<file path="src/design/bdq_pkg.sv">
// Package for the bounded double-ended queue core.
// Holds request kinds, status codes, payload widths and the control structs.
// No dependencies.
package bdq_pkg;

    localparam int KIND_W = 3;
    localparam int STATUS_W = 2;
    localparam int TEXT_BYTES = 20;
    localparam int NUMBER_W = 32;
    localparam int DATA_W = NUMBER_W + TEXT_BYTES * 8;

    localparam logic [KIND_W-1:0] KIND_PUSH_FRONT = 3'd0;
    localparam logic [KIND_W-1:0] KIND_PUSH_BACK = 3'd1;
    localparam logic [KIND_W-1:0] KIND_POP_FRONT = 3'd2;
    localparam logic [KIND_W-1:0] KIND_POP_BACK = 3'd3;
    localparam logic [KIND_W-1:0] KIND_LIST = 3'd4;

    localparam logic [STATUS_W-1:0] STATUS_OK = 2'd0;
    localparam logic [STATUS_W-1:0] STATUS_EMPTY = 2'd1;
    localparam logic [STATUS_W-1:0] STATUS_FULL = 2'd2;

    typedef struct packed {
        logic op_exec;
        logic list_first;
        logic list_rd;
        logic list_emit;
    } bdq_cmd_t;

    typedef struct packed {
        logic out_free;
        logic count_zero;
        logic list_last;
    } bdq_status_t;

endpackage

</file>
<file path="src/design/bdq_ctrl.sv">
// Controller for the bounded double-ended queue core.
// Accepts requests and sequences list output; drives the datapath by commands.
// Depends on bdq_pkg.
module bdq_ctrl (
    input  logic                          aclk,
    input  logic                          aresetn,
    input  logic                          s_valid,
    input  logic [bdq_pkg::KIND_W-1:0]    s_kind,
    output logic                          s_ready,
    input  bdq_pkg::bdq_status_t          dp_status,
    output bdq_pkg::bdq_cmd_t             cmd
);

    localparam logic S_IDLE = 1'b0;
    localparam logic S_EMIT = 1'b1;

    logic state_reg;
    logic state_next;
    logic accept;

    assign s_ready = aresetn && (state_reg == S_IDLE) && dp_status.out_free;
    assign accept = s_valid && s_ready;

    always_comb begin
        state_next = state_reg;
        cmd = '0;
        unique case (state_reg)
            S_IDLE: begin
                if (accept) begin
                    if (s_kind == bdq_pkg::KIND_LIST && !dp_status.count_zero) begin
                        cmd.list_first = 1'b1;
                        cmd.list_rd = 1'b1;
                        state_next = S_EMIT;
                    end else begin
                        cmd.op_exec = 1'b1;
                    end
                end
            end
            S_EMIT: begin
                if (dp_status.out_free) begin
                    cmd.list_emit = 1'b1;
                    if (dp_status.list_last) begin
                        state_next = S_IDLE;
                    end else begin
                        cmd.list_rd = 1'b1;
                    end
                end
            end
            default: begin
                state_next = S_IDLE;
            end
        endcase
    end

    always_ff @(posedge aclk) begin
        if (!aresetn) begin
            state_reg <= S_IDLE;
        end else begin
            state_reg <= state_next;
        end
    end

endmodule

</file>
<file path="src/design/bdq_datapath.sv">
// Datapath for the bounded double-ended queue core.
// Holds the ring store, head index, entry count, list index and result register.
// Depends on bdq_pkg.
module bdq_datapath #(
    parameter int DEPTH = 16
) (
    input  logic                            aclk,
    input  logic                            aresetn,
    input  bdq_pkg::bdq_cmd_t               cmd,
    output bdq_pkg::bdq_status_t            dp_status,
    input  logic [bdq_pkg::KIND_W-1:0]      in_kind,
    input  logic [bdq_pkg::DATA_W-1:0]      in_data,
    output logic                            out_valid,
    input  logic                            out_ready,
    output logic [bdq_pkg::STATUS_W-1:0]    out_status,
    output logic [bdq_pkg::DATA_W-1:0]      out_data,
    output logic                            out_last
);

    localparam int IDX_W = (DEPTH > 1) ? $clog2(DEPTH) : 1;
    localparam int CNT_W = $clog2(DEPTH + 1);
    localparam int SUM_W = IDX_W + 1;

    logic [bdq_pkg::DATA_W-1:0] mem [DEPTH];
    logic [bdq_pkg::DATA_W-1:0] rdata_reg;

    logic [IDX_W-1:0] head_reg;
    logic [IDX_W-1:0] head_next;
    logic [CNT_W-1:0] count_reg;
    logic [CNT_W-1:0] count_next;
    logic [CNT_W-1:0] idx_reg;
    logic [CNT_W-1:0] rd_index;

    logic             wr_en;
    logic [IDX_W-1:0] wr_addr;
    logic [IDX_W-1:0] rd_addr;

    logic                             out_valid_reg;
    logic [bdq_pkg::STATUS_W-1:0]     out_status_reg;
    logic [bdq_pkg::DATA_W-1:0]       out_data_reg;
    logic                             out_last_reg;
    logic                             op_load;
    logic [bdq_pkg::STATUS_W-1:0]     op_status;

    logic count_zero;
    logic count_full;

    function automatic logic [IDX_W-1:0] wrap_add(input logic [IDX_W-1:0] base,
                                                   input logic [CNT_W-1:0] offset);
        logic [SUM_W-1:0] sum;
        sum = SUM_W'(base) + SUM_W'(offset);
        if (sum >= SUM_W'(DEPTH)) begin
            sum = sum - SUM_W'(DEPTH);
        end
        return sum[IDX_W-1:0];
    endfunction

    assign count_zero = (count_reg == '0);
    assign count_full = (count_reg == CNT_W'(DEPTH));

    assign dp_status.out_free = !out_valid_reg || out_ready;
    assign dp_status.count_zero = count_zero;
    assign dp_status.list_last = ((idx_reg + CNT_W'(1)) == count_reg);

    assign rd_index = cmd.list_first ? '0 : (idx_reg + CNT_W'(1));
    assign rd_addr = wrap_add(head_reg, rd_index);

    always_comb begin
        head_next = head_reg;
        count_next = count_reg;
        wr_en = 1'b0;
        wr_addr = wrap_add(head_reg, count_reg);
        op_load = 1'b0;
        op_status = bdq_pkg::STATUS_OK;
        if (cmd.op_exec) begin
            unique case (in_kind)
                bdq_pkg::KIND_PUSH_FRONT, bdq_pkg::KIND_PUSH_BACK: begin
                    op_load = 1'b1;
                    if (count_full) begin
                        op_status = bdq_pkg::STATUS_FULL;
                    end else begin
                        wr_en = 1'b1;
                        count_next = count_reg + CNT_W'(1);
                        if (in_kind == bdq_pkg::KIND_PUSH_FRONT) begin
                            head_next = (head_reg == '0) ? IDX_W'(DEPTH - 1)
                                                         : head_reg - IDX_W'(1);
                            wr_addr = head_next;
                        end
                    end
                end
                bdq_pkg::KIND_POP_FRONT, bdq_pkg::KIND_POP_BACK: begin
                    op_load = 1'b1;
                    if (count_zero) begin
                        op_status = bdq_pkg::STATUS_EMPTY;
                    end else begin
                        count_next = count_reg - CNT_W'(1);
                        if (in_kind == bdq_pkg::KIND_POP_FRONT) begin
                            head_next = wrap_add(head_reg, CNT_W'(1));
                        end
                    end
                end
                bdq_pkg::KIND_LIST: begin
                    op_load = 1'b1;
                    op_status = bdq_pkg::STATUS_EMPTY;
                end
                default: begin
                    op_load = 1'b0;
                end
            endcase
        end
    end

    always_ff @(posedge aclk) begin
        if (wr_en) begin
            mem[wr_addr] <= in_data;
        end
        if (cmd.list_rd) begin
            rdata_reg <= mem[rd_addr];
        end
    end

    always_ff @(posedge aclk) begin
        if (!aresetn) begin
            head_reg <= '0;
            count_reg <= '0;
            idx_reg <= '0;
            out_valid_reg <= 1'b0;
        end else begin
            head_reg <= head_next;
            count_reg <= count_next;
            if (cmd.list_rd) begin
                idx_reg <= rd_index;
            end
            if (op_load || cmd.list_emit) begin
                out_valid_reg <= 1'b1;
            end else if (out_ready) begin
                out_valid_reg <= 1'b0;
            end
        end
    end

    always_ff @(posedge aclk) begin
        if (op_load) begin
            out_status_reg <= op_status;
            out_data_reg <= '0;
            out_last_reg <= 1'b1;
        end else if (cmd.list_emit) begin
            out_status_reg <= bdq_pkg::STATUS_OK;
            out_data_reg <= rdata_reg;
            out_last_reg <= dp_status.list_last;
        end
    end

    assign out_valid = out_valid_reg;
    assign out_status = out_status_reg;
    assign out_data = out_data_reg;
    assign out_last = out_last_reg;

endmodule

</file>
<file path="src/design/bounded_double_ended_queue_core.sv">
// Top level of the bounded double-ended queue core.
// Joins the controller and the datapath; depends on bdq_pkg, bdq_ctrl, bdq_datapath.
//
//   Channel  Direction  Carries
//   s_axis   in         request: kind in tuser, entry to push in tdata
//   m_axis   out        result: status in tuser, listed entry in tdata, tlast on final
//
// A push or pop request gives one result.
// A list request gives one result per stored entry, read one at a time through the
// single read port of the ring store; a list of an empty queue gives one result.
// After reset the queue is empty; the store contents need no clearing.
// A stalled result holds in the output register; requests wait until it can be replaced.
module bounded_double_ended_queue_core #(
    parameter int DEPTH = 16
) (
    input  logic                              aclk,
    input  logic                              aresetn,
    input  logic                              s_axis_tvalid,
    output logic                              s_axis_tready,
    // tdata: number[31:0], text_a[95:32], text_b[159:96], text_c[191:160]
    input  logic [bdq_pkg::DATA_W-1:0]        s_axis_tdata,
    // tuser: kind[2:0]
    input  logic [bdq_pkg::KIND_W-1:0]        s_axis_tuser,
    output logic                              m_axis_tvalid,
    input  logic                              m_axis_tready,
    // tdata: entry_number[31:0], entry_text_a[95:32], entry_text_b[159:96],
    // entry_text_c[191:160]
    output logic [bdq_pkg::DATA_W-1:0]        m_axis_tdata,
    // tuser: status[1:0]
    output logic [bdq_pkg::STATUS_W-1:0]      m_axis_tuser,
    output logic                              m_axis_tlast
);

    bdq_pkg::bdq_cmd_t    cmd;
    bdq_pkg::bdq_status_t dp_status;

    bdq_ctrl u_ctrl (
        .aclk      (aclk),
        .aresetn   (aresetn),
        .s_valid   (s_axis_tvalid),
        .s_kind    (s_axis_tuser),
        .s_ready   (s_axis_tready),
        .dp_status (dp_status),
        .cmd       (cmd)
    );

    bdq_datapath #(
        .DEPTH (DEPTH)
    ) u_datapath (
        .aclk       (aclk),
        .aresetn    (aresetn),
        .cmd        (cmd),
        .dp_status  (dp_status),
        .in_kind    (s_axis_tuser),
        .in_data    (s_axis_tdata),
        .out_valid  (m_axis_tvalid),
        .out_ready  (m_axis_tready),
        .out_status (m_axis_tuser),
        .out_data   (m_axis_tdata),
        .out_last   (m_axis_tlast)
    );

endmodule

</file>
<file path="config.mk">
export PLATFORM = sky130hd
export DESIGN_NAME = bounded_double_ended_queue_core
export DESIGN_NICKNAME = d
export VERILOG_FILES = /design/src/design/bdq_pkg.sv /design/src/design/bdq_ctrl.sv /design/src/design/bdq_datapath.sv /design/src/design/bounded_double_ended_queue_core.sv
export SDC_FILE = /design/constraint.sdc
export NUM_CORES = 2
export LEC_CHECK = 0
export ABC_AREA = 1
export BUFFER_PORTS_ARGS = -buffer_cell sky130_fd_sc_hd__buf_2
export CORE_MARGIN = 1.5
export CORE_UTILIZATION = 35
export DETAILED_ROUTE_END_ITERATION = 8
export GPL_TIMING_DRIVEN = 0
export PLACE_DENSITY = 0.52
export SETUP_SLACK_MARGIN = 0.5
export SLEW_MARGIN = 15
export SYNTH_ARGS = -nofsm -noshare
export SYNTH_HDL_FRONTEND = slang
export SYNTH_SLANG_ARGS = --single-unit
</file>
<file path="constraint.sdc">
create_clock -name aclk -period 29.5 [get_ports aclk]
set_input_delay 5.9 -clock aclk [delete_from_list [all_inputs] [get_ports aclk]]
set_output_delay 5.9 -clock aclk [all_outputs]
set_load 0.01 [all_outputs]
</file>
==> results.cfg <==
[outcome]
status = completed

[layout]
area_growth_pct = 18.8
largest_reg_flops = 3072
layout.nets = 11400
fin_cells = 16700
mostFrequentLayoutCell = edfxtp_1
final_layout_size_suffix_gt1_share_pct = 13.9
mostFrequentLayoutCells = 3266 x edfxtp_1, 1493 x nand2_1, 1482 x nor2_1, 1396 x o21ai_0, 640 x buf_2

[timing]
max_freq_mhz = 80.3
finalHoldViolations = 0
rsz0062_at_grt = false
skew_ps = 80.9
worst_pin_slew_ps = 1320
setup_viol = 0
finalSetupTns_ps = 0
period_minus_slack_ps = 12450
drv_slew = 0
fin_crit_sh_pct = 42.2
max-slew-margin-rel_pct = 11.7

[placed_design]
place_hpwl_um = 358000
gp_congestion = 0.856
io_buffers = 395
dpl.cell_count = 15900

[clock_tree]
clk_path_buf_depth = 4
cts_tree = built
cts_made_buffers = 367
h-tree-depth = 5
clkSinkCount = 3475
cts_root_buffer = clkbuf_16
clk_pin_slew_ps = 60
clock_latency_ps = 960
postCtsSetupBuffers = 0
ctsResizeCount = 0
ctsHoldBuffers = 0

[floorplan]
dieArea_um2 = 388000
die_h_um = 623
start_util_pct = 35.2
coreArea_um2 = 383000
die_w_um = 623
io_pins = 396
num_rows = 227

[job]
cap_viol_max_count = 0

[power_and_ir_drop]
ir_worst_vdd_mv = 0.0492
pwr-share-comb_pct = 8.8
p_seq_share_pct = 49.2
powerDensity_nw_per_um2 = 69.3
cell_internal_pwr_mw = 8.34
power_switching_mw = 2.74
p_leak_nw = 54.7
swShare_pct = 24.7
clkPwrFrac_pct = 41.9

[synth]
synth_seq_cells = 3475
yosys_warnings = 0
syn_nets = 10500
synthCells = 10300
syn_area_per_cell_um2 = 13.1
postSynth.asyncResetShare_pct = 0
netlist_area_um2 = 135000
ys_seq_area_share_pct = 76.0
synth_ff_type = edfxtp_1
synth_edf_count = 3266
yosysUniqueCellTypes = 41

[critical_path]
r2r_end = u_datapath.rdata_reg[151]$_DFFE_PP_
cp_top_family = buffers and inverters
max_stage_delay_ps = 230
crit_buf_inv = 4
crit_fanout = 10
crit_path_cell_trace = buf_2, buf_2, nand3_1, inv_1, buf_2
critPathCaptureType = primary output
cp_num_cells = 5
r2r_cells = 15
crit_start = aresetn
r2r_slack_ps = 23390
cp.required_ps = 23600
timing.rr.start = u_datapath.count_reg[1]$_SDFFE_PN0P_
path_common_cell = buf_2
arrival_ps = 6550
critPathKind = input port to primary output
cp_slowest_cell = buf_2
start_kind = input port

[drt]
wl_um = 506000
antenna_left = 0
first_pass_iters = 6
vias_per_cell = 5.52
vias = 92300
wire_per_inst_um = 30.3
drc = 0
first_iter_violations = 12100

[global_route]
overflow = 0
antenna_found_initial = 178
grt_pass1_wl_um = 691000
grt_max_degree = 39
grt_pass1_vias = 88000
grt.total_usage_pct = 25.3

[worst_hold_path]
hp-class = flip-flop to flip-flop
holdCritStartpoint = u_datapath.out_last$_SDFFE_PP1P_
hold_end = u_datapath.out_last$_SDFFE_PP1P_
hold_depth = 2
per-layer routing:
metal	GRT usage (%)	wire, um	part of all wire (%)	vias to the layer above
met5	0	507	0.10	-
li1	-	-	-	39600
met1	32.7	196000	39	46700
met3	5.94	49400	9.8	973
met2	39.0	229000	45	4933
met4	14.4	31000	6.1	86
how the worst max path moves through the flow:
stage                                            end
finish                                 s_axis_tready
global route                           s_axis_tready
floorplan            u_datapath.mem[10][0]$_DFFE_PP_
global placement    u_datapath.mem[15][70]$_DFFE_PP_
detailed placement                     s_axis_tready
CTS                                    s_axis_tready
power groups by stage:
stage | Clock (mW) | Sequential, mW | Combinational (mW)
after floorplan | 0 | 5.56 | 0.450
after global placement | 0 | 5.57 | 0.928
after detailed placement | 0 | 5.56 | 0.958
after CTS | 4.69 | 5.45 | 0.962
after global routing | 4.87 | 5.45 | 1.04
final | 4.65 | 5.45 | 0.978
worst min-delay path: cells and delay by family (launching register included):
family | cells | cell delay (ps)
flip-flops | 1 | 320
AND/OR/NAND/NOR | 1 | 50
AO/OA/AOI/OAI | 1 | 60
Yosys cell counts, types with 2 or more instances:
cell / number / area [um2]
edfxtp_1: 3266 / 98100
nor2_1: 1498 / 5620
nand2_1: 1494 / 5610
o21ai_0: 1396 / 6990
o22ai_1: 445 / 2780
clkbuf_1: 378 / 1420
o21ai_1: 280 / 1400
buf_2: 245 / 1230
inv_1: 225 / 845
dfxtp_1: 209 / 4180
nand3_1: 207 / 1040
o221ai_1: 203 / 1780
o211ai_1: 70 / 526
mux2_2: 60 / 676
o21ai_2: 50 / 438
mux2i_1: 48 / 480
a21oi_1: 31 / 155
buf_4: 26 / 195
buf_1: 24 / 90.1
nand2_2: 20 / 125
a32o_1: 12 / 120
buf_6: 12 / 135
ha_1: 12 / 150
inv_2: 10 / 37.5
nand4_1: 6 / 37.5
xor2_1: 6 / 52.6
buf_8: 5 / 75.1
xnor2_1: 5 / 43.8
fa_1: 3 / 60.1
nor2_4: 3 / 33.8
inv_4: 2 / 12.5
or2_2: 2 / 12.5
metrics by stage:
| step | hold WS, ps | instance area, um2 | power [mW] | util [%] | setup slack [ps] |
|---|---|---|---|---|---|
| 2_1_floorplan | 486 | 135000 | 6.01 | - | 13810 |
| 6_report | 464 | 160000 | 11.1 | 41.8 | 17050 |
| 5_1_grt | 528 | 160000 | 11.4 | 41.7 | 16990 |
| 3_5_place_dp | 456 | 148000 | 6.52 | 38.6 | 17070 |
| 4_1_cts | 468 | 160000 | 11.1 | 41.7 | 17070 |
| 3_3_place_gp | 447 | 143000 | 6.50 | 37.3 | 2490 |
logic make-up after synthesis:
kind of cell / count (synthesis) / share of synthesized area [%]
flops: 3475 / 76.0
simple gates: 3235 / 9.33
mux: 108 / 0.859
fa+ha+maj: 15 / 0.156
compound gates: 2489 / 10.6
xor+xnor: 12 / 0.0837
buf+inv: 928 / 3.01
final cells by class:
class                   count  area, um2
clock buffers             466       9800
flip-flops and latches   3475     102000
fillers                 35100     223000
plain buffers             691       3180
clock inverters           208       2130
inverters                 237        895
diodes                    141        353
repair buffers            599       6600
multi-input cells        5859      28400
well taps                5038       6300
Note: power is estimated with default switching activity, not from simulation.
